**config.mk**
```make
export PLATFORM = sky130hd
export DESIGN_NAME = rational_arith_unit
export DESIGN_NICKNAME = d
export VERILOG_FILES = /design/src/sv/rau_pkg.sv /design/src/sv/rational_arith_unit.sv /design/src/sv/rau_gcd.sv /design/src/sv/rau_div.sv
export SDC_FILE = /design/constraint.sdc
export NUM_CORES = 2
export LEC_CHECK = 0
export BUFFER_PORTS_ARGS = -buffer_cell sky130_fd_sc_hd__buf_2
export CAP_MARGIN = 20
export CORE_UTILIZATION = 65
export CTS_BUF_LIST = sky130_fd_sc_hd__clkbuf_4 sky130_fd_sc_hd__clkbuf_8 sky130_fd_sc_hd__clkbuf_16
export CTS_CLUSTER_SIZE = 8
export DETAILED_ROUTE_END_ITERATION = 6
export PLACE_DENSITY = 0.83
export RECOVER_POWER = 100
export REMOVE_ABC_BUFFERS = 1
export SETUP_SLACK_MARGIN = 0.05
export SYNTH_ARGS = -nofsm -noshare
export SYNTH_HDL_FRONTEND = slang
export SYNTH_SLANG_ARGS = --single-unit
```
**constraint.sdc**
```tcl
create_clock -name clk -period 23.8 [get_ports clk]
set_clock_uncertainty 0.2 [all_clocks]
set_input_delay 4.76 -clock clk [delete_from_list [all_inputs] [get_ports clk]]
set_output_delay 4.76 -clock clk [all_outputs]
set_load 0.05 [all_outputs]
```
**src/sv/rau_pkg.sv**
```systemverilog
// Package with types and constants of the rational arithmetic unit.
`timescale 1ns / 1ps
`default_nettype none

package rau_pkg;

    // Field widths fixed by the interface
    localparam int OPC_W       = 2;
    localparam int RES_NUM_W   = 32;
    localparam int RES_DEN_W   = 30;
    localparam int STATUS_W    = 2;
    localparam int OUT_TDATA_W = ((RES_NUM_W + RES_DEN_W + 7) / 8) * 8;
    localparam int OUT_PAD_W   = OUT_TDATA_W - RES_NUM_W - RES_DEN_W;

    // Range limits of a reduced result
    localparam logic [32:0] NUM_POS_MAX = 33'h0_7FFF_FFFF;
    localparam logic [32:0] NUM_NEG_MAX = 33'h0_8000_0000;
    localparam logic [32:0] DEN_MAX     = 33'h0_3FFF_FFFF;

    typedef enum logic [OPC_W-1:0] {
        OP_ADD = 2'd0,
        OP_SUB = 2'd1,
        OP_MUL = 2'd2,
        OP_DIV = 2'd3
    } opcode_t;

    typedef enum logic [STATUS_W-1:0] {
        ST_OK       = 2'd0,
        ST_DEN_ZERO = 2'd1,
        ST_DIV_ZERO = 2'd2,
        ST_OVF      = 2'd3
    } status_t;

    typedef enum logic [3:0] {
        S_IDLE,
        S_MUL0,
        S_MUL1,
        S_MUL2,
        S_ADD,
        S_ZCHK,
        S_GCD,
        S_DIVN,
        S_DIVD,
        S_CHECK,
        S_OUT
    } state_t;

endpackage

`default_nettype wire

```
**src/sv/rational_arith_unit.sv**
```systemverilog
// Top level: rational add, subtract, multiply and divide with GCD reduction.
// Operand errors skip from idle straight to the output state. Transactions are
// handled one at a time: s_tready is high only in idle, and the GCD loop and the
// bit-serial divider are used in sequence. One result can wait in the output
// register while the next transaction is taken.
// Reset: rst_n clears sequencer and valid flags asynchronously.
`timescale 1ns / 1ps
`default_nettype none

module rational_arith_unit #(
    parameter int OPERAND_WIDTH = 16
) (
    input  logic clk,
    input  logic rst_n,
    // s_tdata: opcode, a_num, a_den, b_num, b_den (low to high), zero padded
    input  logic [((rau_pkg::OPC_W + 4 * OPERAND_WIDTH + 7) / 8) * 8 - 1:0] s_tdata,
    input  logic s_tvalid,
    output logic s_tready,
    // m_tdata: res_num, res_den (low to high), zero padded
    output logic [rau_pkg::OUT_TDATA_W-1:0] m_tdata,
    // m_tuser: status
    output logic [rau_pkg::STATUS_W-1:0]    m_tuser,
    output logic m_tvalid,
    input  logic m_tready
);

    import rau_pkg::*;

    localparam int W  = OPERAND_WIDTH;
    localparam int PW = 2 * W;
    localparam int NW = 2 * W + 1;
    localparam int CW = (NW > 33) ? NW : 33;

    state_t state_reg, state_next;

    // Unpacked input fields
    logic [OPC_W-1:0] in_op;
    logic [W-1:0]     in_an, in_ad, in_bn, in_bd;
    logic [W-1:0]     an_mag, ad_mag, bn_mag, bd_mag;
    logic             in_den_zero, in_div_zero, in_err;

    // Operand registers in sign-magnitude form
    logic [OPC_W-1:0] op_reg;
    logic [W-1:0]     an_m_reg, ad_m_reg, bn_m_reg, bd_m_reg;
    logic             an_s_reg, ad_s_reg, bn_s_reg, bd_s_reg;

    // Shared multiplier
    logic [W-1:0]     mul_x, mul_y;
    logic             mul_xs, mul_ys;
    logic [PW-1:0]    prod;
    logic             prod_s;

    // Products and raw fraction
    logic [PW-1:0]    t0_m_reg, t1_m_reg, den_m_reg;
    logic             t0_s_reg, t1_s_reg, den_s_reg;
    logic [NW-1:0]    num_m_reg;
    logic             num_s_reg;
    logic             neg_reg;
    logic [NW-1:0]    sum_m;
    logic             sum_s;

    // Reduced magnitudes
    logic [NW-1:0]    nm_reg, dm_reg;

    // Shared units
    logic             gcd_start, gcd_done;
    logic [NW-1:0]    gcd_g;
    logic             div_start, div_done;
    logic [NW-1:0]    div_a, div_q;

    // Final result and range check
    logic [CW-1:0]    nm_ext, dm_ext, res_ext;
    logic             ovf;
    logic [RES_NUM_W-1:0] rnum_reg, out_num_reg;
    logic [RES_DEN_W-1:0] rden_reg, out_den_reg;
    logic [STATUS_W-1:0]  rst_reg, out_st_reg;
    logic                 out_valid_reg;
    logic                 out_load;

    // Field unpacking and magnitudes
    assign in_op  = s_tdata[OPC_W-1:0];
    assign in_an  = s_tdata[OPC_W +: W];
    assign in_ad  = s_tdata[OPC_W + W +: W];
    assign in_bn  = s_tdata[OPC_W + 2 * W +: W];
    assign in_bd  = s_tdata[OPC_W + 3 * W +: W];
    assign an_mag = in_an[W-1] ? (~in_an + W'(1)) : in_an;
    assign ad_mag = in_ad[W-1] ? (~in_ad + W'(1)) : in_ad;
    assign bn_mag = in_bn[W-1] ? (~in_bn + W'(1)) : in_bn;
    assign bd_mag = in_bd[W-1] ? (~in_bd + W'(1)) : in_bd;

    // Early error checks on the incoming transaction
    assign in_den_zero = (in_ad == '0) || (in_bd == '0);
    assign in_div_zero = (in_op == OP_DIV) && (in_bn == '0);
    assign in_err      = in_den_zero || in_div_zero;

    // Multiplier and its product sign
    assign prod   = PW'(mul_x) * PW'(mul_y);
    assign prod_s = (prod != '0) && (mul_xs != mul_ys);

    // Sign-magnitude sum of the two cross products
    always_comb
    begin
        if (t0_s_reg == t1_s_reg)
        begin
            sum_m = NW'(t0_m_reg) + NW'(t1_m_reg);
            sum_s = t0_s_reg;
        end
        else if (t0_m_reg >= t1_m_reg)
        begin
            sum_m = NW'(t0_m_reg - t1_m_reg);
            sum_s = t0_s_reg;
        end
        else
        begin
            sum_m = NW'(t1_m_reg - t0_m_reg);
            sum_s = t1_s_reg;
        end
        if (sum_m == '0)
        begin
            sum_s = 1'b0;
        end
    end

    // Range check of the reduced fraction
    assign nm_ext  = CW'(nm_reg);
    assign dm_ext  = CW'(dm_reg);
    assign ovf     = (dm_ext > CW'(DEN_MAX)) ||
                     (neg_reg ? (nm_ext > CW'(NUM_NEG_MAX)) : (nm_ext > CW'(NUM_POS_MAX)));
    assign res_ext = neg_reg ? (CW'(0) - nm_ext) : nm_ext;

    assign out_load = (state_reg == S_OUT) && (!out_valid_reg || m_tready);

    // Next state
    always_comb
    begin
        state_next = state_reg;
        unique case (state_reg)
            S_IDLE:
            begin
                if (s_tvalid)
                begin
                    state_next = in_err ? S_OUT : S_MUL0;
                end
            end
            S_MUL0:
            begin
                state_next = ((op_reg == OP_ADD) || (op_reg == OP_SUB)) ? S_MUL1 : S_MUL2;
            end
            S_MUL1:  state_next = S_MUL2;
            S_MUL2:  state_next = S_ADD;
            S_ADD:   state_next = S_ZCHK;
            S_ZCHK:  state_next = (num_m_reg == '0) ? S_CHECK : S_GCD;
            S_GCD:
            begin
                if (gcd_done)
                begin
                    state_next = S_DIVN;
                end
            end
            S_DIVN:
            begin
                if (div_done)
                begin
                    state_next = S_DIVD;
                end
            end
            S_DIVD:
            begin
                if (div_done)
                begin
                    state_next = S_CHECK;
                end
            end
            S_CHECK: state_next = S_OUT;
            S_OUT:
            begin
                if (!out_valid_reg || m_tready)
                begin
                    state_next = S_IDLE;
                end
            end
            default: state_next = S_IDLE;
        endcase
    end

    // Sequencer outputs: handshake, unit starts, multiplier operands
    always_comb
    begin
        s_tready  = (state_reg == S_IDLE);
        gcd_start = (state_reg == S_ZCHK) && (num_m_reg != '0);
        div_start = ((state_reg == S_GCD) && gcd_done) ||
                    ((state_reg == S_DIVN) && div_done);
        div_a     = (state_reg == S_GCD) ? num_m_reg : NW'(den_m_reg);
        mul_x     = an_m_reg;
        mul_xs    = an_s_reg;
        mul_y     = bd_m_reg;
        mul_ys    = bd_s_reg;
        unique case (state_reg)
            S_MUL0:
            begin
                if (op_reg == OP_MUL)
                begin
                    mul_y  = bn_m_reg;
                    mul_ys = bn_s_reg;
                end
            end
            S_MUL1:
            begin
                mul_x  = ad_m_reg;
                mul_xs = ad_s_reg;
                mul_y  = bn_m_reg;
                mul_ys = bn_s_reg;
            end
            S_MUL2:
            begin
                mul_x  = ad_m_reg;
                mul_xs = ad_s_reg;
                if (op_reg == OP_DIV)
                begin
                    mul_y  = bn_m_reg;
                    mul_ys = bn_s_reg;
                end
            end
            default:
            begin
                mul_x = an_m_reg;
            end
        endcase
    end

    // State register and output valid flag
    always_ff @(posedge clk or negedge rst_n)
    begin
        if (!rst_n)
        begin
            state_reg     <= S_IDLE;
            out_valid_reg <= 1'b0;
        end
        else
        begin
            state_reg <= state_next;
            if (out_load)
            begin
                out_valid_reg <= 1'b1;
            end
            else if (m_tready)
            begin
                out_valid_reg <= 1'b0;
            end
        end
    end

    // Datapath registers, loaded per sequencer step
    always_ff @(posedge clk)
    begin
        unique case (state_reg)
            S_IDLE:
            begin
                if (s_tvalid)
                begin
                    op_reg   <= in_op;
                    an_m_reg <= an_mag;
                    ad_m_reg <= ad_mag;
                    bn_m_reg <= bn_mag;
                    bd_m_reg <= bd_mag;
                    an_s_reg <= in_an[W-1];
                    ad_s_reg <= in_ad[W-1];
                    bd_s_reg <= in_bd[W-1];
                    // subtract: negate the second numerator unless it is zero
                    bn_s_reg <= ((in_op == OP_SUB) && (in_bn != '0)) ? ~in_bn[W-1]
                                                                     : in_bn[W-1];
                    rnum_reg <= '0;
                    rden_reg <= RES_DEN_W'(1);
                    rst_reg  <= in_den_zero ? ST_DEN_ZERO : ST_DIV_ZERO;
                end
            end
            S_MUL0:
            begin
                t0_m_reg <= prod;
                t0_s_reg <= prod_s;
                t1_m_reg <= '0;
                t1_s_reg <= 1'b0;
            end
            S_MUL1:
            begin
                t1_m_reg <= prod;
                t1_s_reg <= prod_s;
            end
            S_MUL2:
            begin
                den_m_reg <= prod;
                den_s_reg <= prod_s;
            end
            S_ADD:
            begin
                num_m_reg <= sum_m;
                num_s_reg <= sum_s;
                neg_reg   <= (sum_m != '0) && (sum_s != den_s_reg);
            end
            S_ZCHK:
            begin
                // zero numerator: no reduction
                nm_reg <= '0;
                dm_reg <= NW'(den_m_reg);
            end
            S_GCD:
            begin
                nm_reg <= nm_reg;
            end
            S_DIVN:
            begin
                if (div_done)
                begin
                    nm_reg <= div_q;
                end
            end
            S_DIVD:
            begin
                if (div_done)
                begin
                    dm_reg <= div_q;
                end
            end
            S_CHECK:
            begin
                if (ovf)
                begin
                    rnum_reg <= '0;
                    rden_reg <= RES_DEN_W'(1);
                    rst_reg  <= ST_OVF;
                end
                else
                begin
                    rnum_reg <= res_ext[RES_NUM_W-1:0];
                    rden_reg <= dm_ext[RES_DEN_W-1:0];
                    rst_reg  <= ST_OK;
                end
            end
            S_OUT:
            begin
                if (out_load)
                begin
                    out_num_reg <= rnum_reg;
                    out_den_reg <= rden_reg;
                    out_st_reg  <= rst_reg;
                end
            end
            default:
            begin
                op_reg <= op_reg;
            end
        endcase
    end

    // Shared GCD unit
    rau_gcd #(
        .N (NW)
    ) u_gcd (
        .clk   (clk),
        .rst_n (rst_n),
        .start (gcd_start),
        .a     (num_m_reg),
        .b     (NW'(den_m_reg)),
        .done  (gcd_done),
        .g     (gcd_g)
    );

    // Shared divider: numerator, then denominator, by the GCD
    rau_div #(
        .N (NW)
    ) u_div (
        .clk      (clk),
        .rst_n    (rst_n),
        .start    (div_start),
        .dividend (div_a),
        .divisor  (gcd_g),
        .done     (div_done),
        .quotient (div_q)
    );

    // Output channel
    assign m_tdata  = {{OUT_PAD_W{1'b0}}, out_den_reg, out_num_reg};
    assign m_tuser  = out_st_reg;
    assign m_tvalid = out_valid_reg;

endmodule

`default_nettype wire

```
**src/sv/rau_gcd.sv**
```systemverilog
// Binary GCD unit: one shift or subtract step per cycle.
`timescale 1ns / 1ps
`default_nettype none

module rau_gcd #(
    parameter int N = 33
) (
    input  logic         clk,
    input  logic         rst_n,
    input  logic         start,
    input  logic [N-1:0] a,      // nonzero
    input  logic [N-1:0] b,      // nonzero
    output logic         done,
    output logic [N-1:0] g
);

    localparam int KW = $clog2(N + 1);

    logic [N-1:0]  u_reg;
    logic [N-1:0]  v_reg;
    logic [KW-1:0] k_reg;
    logic [N-1:0]  g_reg;
    logic          busy_reg;
    logic          done_reg;

    logic          u_ge_v;
    logic [N-1:0]  u_minus_v;
    logic [N-1:0]  v_minus_u;

    // Shared compare and subtract
    assign u_ge_v    = (u_reg >= v_reg);
    assign u_minus_v = u_reg - v_reg;
    assign v_minus_u = v_reg - u_reg;

    // Control flags
    always_ff @(posedge clk or negedge rst_n)
    begin
        if (!rst_n)
        begin
            busy_reg <= 1'b0;
            done_reg <= 1'b0;
        end
        else
        begin
            done_reg <= 1'b0;
            if (start)
            begin
                busy_reg <= 1'b1;
            end
            else if (busy_reg && (u_reg == '0))
            begin
                busy_reg <= 1'b0;
                done_reg <= 1'b1;
            end
        end
    end

    // Working values: strip common twos, then reduce by odd differences
    always_ff @(posedge clk)
    begin
        if (start)
        begin
            u_reg <= a;
            v_reg <= b;
            k_reg <= '0;
        end
        else if (busy_reg)
        begin
            priority if (u_reg == '0)
            begin
                g_reg <= v_reg << k_reg;
            end
            else if (!u_reg[0] && !v_reg[0])
            begin
                u_reg <= u_reg >> 1;
                v_reg <= v_reg >> 1;
                k_reg <= k_reg + KW'(1);
            end
            else if (!u_reg[0])
            begin
                u_reg <= u_reg >> 1;
            end
            else if (!v_reg[0])
            begin
                v_reg <= v_reg >> 1;
            end
            else if (u_ge_v)
            begin
                u_reg <= u_minus_v >> 1;
            end
            else
            begin
                v_reg <= v_minus_u >> 1;
            end
        end
    end

    assign done = done_reg;
    assign g    = g_reg;

endmodule

`default_nettype wire

```
**src/sv/rau_div.sv**
```systemverilog
// Restoring divider: one quotient bit per cycle.
`timescale 1ns / 1ps
`default_nettype none

module rau_div #(
    parameter int N = 33
) (
    input  logic         clk,
    input  logic         rst_n,
    input  logic         start,
    input  logic [N-1:0] dividend,
    input  logic [N-1:0] divisor,   // nonzero
    output logic         done,
    output logic [N-1:0] quotient
);

    localparam int CNTW = $clog2(N + 1);

    logic [N-1:0]    rem_reg;
    logic [N-1:0]    quo_reg;
    logic [N-1:0]    dvs_reg;
    logic [CNTW-1:0] cnt_reg;
    logic            busy_reg;
    logic            done_reg;

    logic [N:0]      trial;
    logic [N:0]      diff;
    logic            fits;

    // Trial subtract of the divisor from the shifted remainder
    assign trial = {rem_reg, quo_reg[N-1]};
    assign diff  = trial - {1'b0, dvs_reg};
    assign fits  = (trial >= {1'b0, dvs_reg});

    // Control and bit counter
    always_ff @(posedge clk or negedge rst_n)
    begin
        if (!rst_n)
        begin
            busy_reg <= 1'b0;
            done_reg <= 1'b0;
            cnt_reg  <= '0;
        end
        else
        begin
            done_reg <= 1'b0;
            if (start)
            begin
                busy_reg <= 1'b1;
                cnt_reg  <= '0;
            end
            else if (busy_reg)
            begin
                cnt_reg <= cnt_reg + CNTW'(1);
                if (cnt_reg == CNTW'(N - 1))
                begin
                    busy_reg <= 1'b0;
                    done_reg <= 1'b1;
                end
            end
        end
    end

    // Datapath: dividend shifts out as quotient bits shift in
    always_ff @(posedge clk)
    begin
        if (start)
        begin
            rem_reg <= '0;
            quo_reg <= dividend;
            dvs_reg <= divisor;
        end
        else if (busy_reg)
        begin
            rem_reg <= fits ? diff[N-1:0] : trial[N-1:0];
            quo_reg <= {quo_reg[N-2:0], fits};
        end
    end

    assign done     = done_reg;
    assign quotient = quo_reg;

endmodule

`default_nettype wire

```
Yosys cells after proc, flatten, opt, wreduce, memory -nomap -nowiden
Cells that the tools add are included.
Storage, ports and cells
  bits in registers: 616
  bits of input ports: 76
  output and inout bits: 68
  word-level logic and storage cells: 234
Operators by class
  add/sub/neg operators: 13
  multiply operators: 1
  order comparisons: 6
  equality and inequality tests: 29
  shifts and indexed selects: 1
  multiplexer cells: 76
  bitwise logic cells: 7
  reduce and logical (&&, ||, !) cells: 55
Operators with widths (number)
  two-way mux 33 bit: 18
  two-way mux 32 bit: 6
  one-hot mux 33 bit (2 select lines): 2
  one-hot mux 32 bit (2 select lines): 2
  zero test 33 bit: 3
  subtractor 33 bit: 3
  nonzero test 33 bit: 2
  subtractor 32 x 32 -> 33 bit: 2
  adder 16 x 1 -> 16 bit, second input constant: 4
  NOT 16 bit: 4
  two-way mux 15 bit: 4
  two-way mux 30 bit: 2
  one-hot mux 30 bit (2 select lines): 1
  zero test 16 bit: 3
  two-way mux 16 bit: 3
  one-hot mux 16 bit (3 select lines): 1
  one-hot mux 4 bit (11 select lines): 1
  >= comparator 34 x 33 -> 1 bit: 1
  adder 32 x 32 -> 33 bit: 1
  >= comparator 33 bit: 1
  greater-than comparator 33 x 30 -> 1 bit, second input constant: 1
  greater-than comparator 33 x 31 -> 1 bit, second input constant: 1
  greater-than comparator 33 x 32 -> 1 bit, second input constant: 1
  left shift 33 x 6 -> 33 bit: 1
  other kinds (39): 120

Longest topological paths before layout
  depth after elaboration: 8
  gate-level depth with buffers: 36
  gate-level depth less buffers: 32

By module
From an unflattened synthesis, not the netlist that was laid out.
Second synthesis, totals
  cell total of the unflattened synthesis: 4775
  area, all modules: 47008.8 um^2
Modules (own cells, without submodules)
  rational_arith_unit: times used 1, cells an instance 2995, area an instance 30962.2 um^2, sequential area each 12046.6 um^2
  rau_gcd: times used 1, cells an instance 1167, area an instance 9850.7 um^2, sequential area each 3143.0 um^2
  rau_div: times used 1, cells an instance 613, area an instance 6195.9 um^2, sequential area each 2842.7 um^2

Least setup slack after synthesis
Ideal clock, no wire load.
  path type: input to register
  start point: input port m_tready
  end point: register out_st_reg[0] (netlist: m_tuser[0]), enable pin
  setup time: 565 ps
  arrival time: 9158 ps
  required time: 23035 ps
  path slack: 13878 ps
  stages on the path: 2
  path buffers: 0
  path through: nor2b_1 > nor3_1
On the way
  longest elaborated chain between the ends: 3
Ends and longest elaborated chain
  from (decl): RTL line rational_arith_unit.sv:24  | input logic m_tready
  logical OR 1 bit: RTL line rational_arith_unit.sv:131  | assign out_load = (state_reg == S_OUT) && (!out_valid_reg || m_tready);
  logical AND 1 bit: RTL line rational_arith_unit.sv:131
  net out_load: RTL line rational_arith_unit.sv:78  | logic out_load;
  AND reduction 2 bit (no source line)
  to (signal assigned): RTL line rational_arith_unit.sv:345  | out_st_reg <= rst_reg;
  to (decl): RTL line rational_arith_unit.sv:76  | logic [STATUS_W-1:0] rst_reg, out_st_reg;
The timed path passes the listed nets, and every way through them passes these cells.
A chain may end at the register's enable or synchronous reset.

Final worst setup path
  start point: register state_reg[1]
  end point: register t0_s_reg, data pin
On the way
  longest elaborated chain between the ends: 6
  elaborated cells on any way between the ends: 12
  classes of those cells: mul (1); eq/ne (4); mux (4); reduce/logical (3)
Ends and longest elaborated chain
  from (decl): RTL line rational_arith_unit.sv:34  | state_t state_reg, state_next;
  from (signal assigned): RTL line rational_arith_unit.sv:241  | state_reg <= state_next;
  == test 4 x 2 -> 1 bit: RTL line rational_arith_unit.sv:198  | unique case (state_reg)
  OR reduction 2 bit (no source line)
  two-way mux 16 bit: RTL line rational_arith_unit.sv:198
  multiplier 16 x 16 -> 32 bit (*): RTL line rational_arith_unit.sv:97  | assign prod = PW'(mul_x) * PW'(mul_y);
  net prod[29]: RTL line rational_arith_unit.sv:50  | logic [PW-1:0] prod;
  nonzero test 32 bit (*): RTL line rational_arith_unit.sv:98  | assign prod_s = (prod != '0) && (mul_xs != mul_ys);
  logical AND 1 bit (*): RTL line rational_arith_unit.sv:98
  net prod_s: RTL line rational_arith_unit.sv:51  | logic prod_s;
  to (signal assigned): RTL line rational_arith_unit.sv:280  | t0_s_reg <= prod_s;
  to (decl): RTL line rational_arith_unit.sv:55  | logic t0_s_reg, t1_s_reg, den_s_reg;
Mark *: on every way through the listed nets, which the timed path passes. The rest lies on a longest branch.

==> results_dict.tcl <==
set metrics [dict create \
    status "finished, violations left" \
    violations "max-capacitance violations, max-slew violations" \
    leakagePower_nw 21.17 \
    yosys.area.top_type_share_pct 37.10 \
    gp_congestion 1.008 \
    drtIter0Drc 3682 \
    synth_edf_count 561 \
    crit_path_start_kind "flop" \
    hold_class "reg -> reg" \
    num_rows 96 \
    clock_latency_ns 0.69 \
    synth.distinct_cells 88 \
    internal_power_mw 1.950 \
    post_drt_wl_per_cell_um 22.09 \
    cts-resized-gates 0 \
    rsz0062_at_grt "no" \
    die_h_um 266.3 \
    grt_usage_pct 35.75 \
    grt_pass1_vias 34750 \
    synth.most_common_cell "edfxtp_1" \
    grt_max_degree 81 \
    synth_seq_cells 615 \
    layout-drive-gt1-share_pct 7.047 \
    reg2reg_to "t0_s_reg" \
    htreeDepth 3 \
    cp_slowest_cell "clkbuf_1" \
    grt_pass1_wl_um 194100 \
    swShare_pct 20.56 \
    die_w_um 266.3 \
    async_flop_share_pct 2.439 \
    hold-path-cell-count 0 \
    ctsHoldBuffers 0 \
    yosys.area.top_type "edfxtp_1" \
    dieArea_sq_um 70920 \
    cts_root_buf "clkbuf_16" \
    synthTopCellsByArea "edfxtp_1 37%, fa_1 8.8%, ha_1 8.5%" \
    switchingPower_mw 0.5047 \
    yosys_warnings 0 \
    powerDensity_nw_per_um2 49.48 \
    antenna_found_initial 1 \
    postSynthAreaPerCell_sq_um 9.782 \
    pwr-share-seq_pct 47.5 \
    worst-path-max-fanout 44 \
    power_frac_comb_pct 1.1 \
    routed_wirelength_um 126200 \
    fin_crit_sh_pct 50.43 \
    slew_violations 943 \
    finalHoldViolCount 0 \
    ff2ff_setup_slack_ns 11.80 \
    synthTopCellsByCount "561 x edfxtp_1, 499 x inv_1, 476 x nor2_1, 407 x nand2_1, 308 x ha_1" \
    post-route-drc-count 0 \
    maxSlewHeadroom_pct -161.4 \
    yosysSeqAreaShare_pct 39.65 \
    clk_pin_slew_worst_paths_ns 0.05 \
    synthCells 4642 \
    dp_hpwl_um 95790 \
    synth_area_sq_um 45410 \
    portBuffers 135 \
    irDropWorstVdd_mv 0.05653 \
    worstHoldEndpoint "u_div.dvs_reg[0]" \
    worst_slew_pin_slew_ns 3.920 \
    setup_viol_count_final 0 \
    final_antenna_net_count 0 \
    setup_tns_ns 0 \
    cts_made_buffers 88 \
    hold_start "u_gcd.g[0]" \
    cp.required_ns 23.91 \
    cts_tree "built" \
    drt-pass1-iter-count 6 \
    post_drt_via_cell_ratio 6.239 \
    dpl_worst_slack_ns 13.50 \
    io_pins 144 \
    max-clock-path-buffers 3 \
    reg2regPathDepth 30 \
    nFillCells 5074 \
    synth_top_flop_cell "edfxtp_1" \
    arrival_ns 12.11 \
    cp-end-kind "flop" \
    grt.overflow.total 0 \
    core_area_sq_um 68830 \
    nNetsFinal 5301 \
    r2r_start "state_reg[1]" \
    period_needed_ns 12.00 \
    timing.final.ws_setup_ns 11.80 \
    fmax_mhz 83.32 \
    cts_setup_buffers 0 \
    vias 35650 \
    pwr-share-clk_pct 51.4 \
    initial_utilization_pct 65.98 \
    cts.sinks 615 \
    area_growth_syn_to_layout_pct 9.236 \
    slowest_delay_ns 1.39 \
    critPathKind "reg -> reg" \
    maxCapViolations 22 \
]
==> logic make-up (layout without fill, tap and decap cells) <==
kind of cell               after synthesis  in the layout  synth area share, %
and+or+nand+nor                       1401           1401                14.30
AOI/OAI and AO/OA                     1017           1017                14.28
buffers and inverters                  712            851                5.977
DFF                                    615            615                39.65
adders and majority gates              508            508                17.30
xor gates and xnor gates               234            234                4.513
muxes                                  154            154                3.973
other                                    1              3             0.008258
==> metal layers <==
metal	track usage [%]	part of all wire, %	up-vias
met2	59.38	47	1714
met1	43.37	37	17140
li1	-	-	16370
met4	21.70	6.9	0
met3	6.525	8.7	425
met5	0	0	-
==> final cells by class <==
type | count | area (sq um) | area share [%]
inverter | 501 | 1881 | 3.791
clock inverter | 11 | 241.5 | 0.4868
multi-input combinational | 3316 | 24760 | 49.91
clock buffer | 144 | 2629 | 5.300
sequential | 615 | 18000 | 36.30
tap | 931 | 1165 | 2.348
timing repair buffer | 195 | 924.6 | 1.864
antenna | 1 | 2.502 | 0.005045
==> power by group through the flow <==
stage / clock, mW / sequential, mW / combinational [mW]
2_1_floorplan: 0 / 1.19 / 0.0140
3_3_place_gp: 0 / 1.19 / 0.0266
3_5_place_dp: 0 / 1.19 / 0.0279
4_1_cts: 1.27 / 1.17 / 0.0281
5_1_grt: 1.31 / 1.17 / 0.0304
6_report: 1.26 / 1.17 / 0.0275
==> metrics by stage <==
step           std cells  util [%]  hold WS, ns  area, sq um  power (mW)
3_3_place_gp        5553     68.24       0.2002        46970       1.214
3_5_place_dp        5555     68.26       0.2045        46980       1.215
5_1_grt             5713     72.07       0.1975        49600       2.507
6_report            5714     72.07       0.1798        49600       2.455
4_1_cts             5710     72.43       0.1740        49850       2.462
2_1_floorplan       4432         -       0.2003        44580       1.201
==> critical path, delay by kind of cell (launching register included) <==
| kind | cells | cell delay, ns |
|---|---|---|
| compound gates | 9 | 3.33 |
| fa+ha+maj | 7 | 3.25 |
| simple gates | 7 | 2.02 |
| buf+inv | 6 | 1.75 |
| flops | 1 | 0.62 |
| xor+xnor | 1 | 0.45 |
==> worst max-delay path by stage <==
stage	from	end	slack, ns	depth (start not counted)
6_report	state_reg[1]	t0_s_reg	11.80	30
5_1_grt	state_reg[0]	den_s_reg	11.39	30
4_1_cts	state_reg[1]	den_s_reg	13.47	30
3_5_place_dp	state_reg[3]	den_s_reg	13.50	27
3_3_place_gp	state_reg[1]	den_s_reg	13.63	30
2_1_floorplan	m_tready	m_tuser[0]	13.88	2
==> cells in the final DEF, fill, tap and decap left out, drive strengths merged, types with 92 or more instances in the layout <==
cell type and n:
edfxtp 561, inv 501, nor2 476, nand2 407, ha 308, a21oi 306, clkbuf 256, o21ai 217
fa 200, xnor2 149, a21o 103, and2 92
Power figures use the tool's default switching activity.
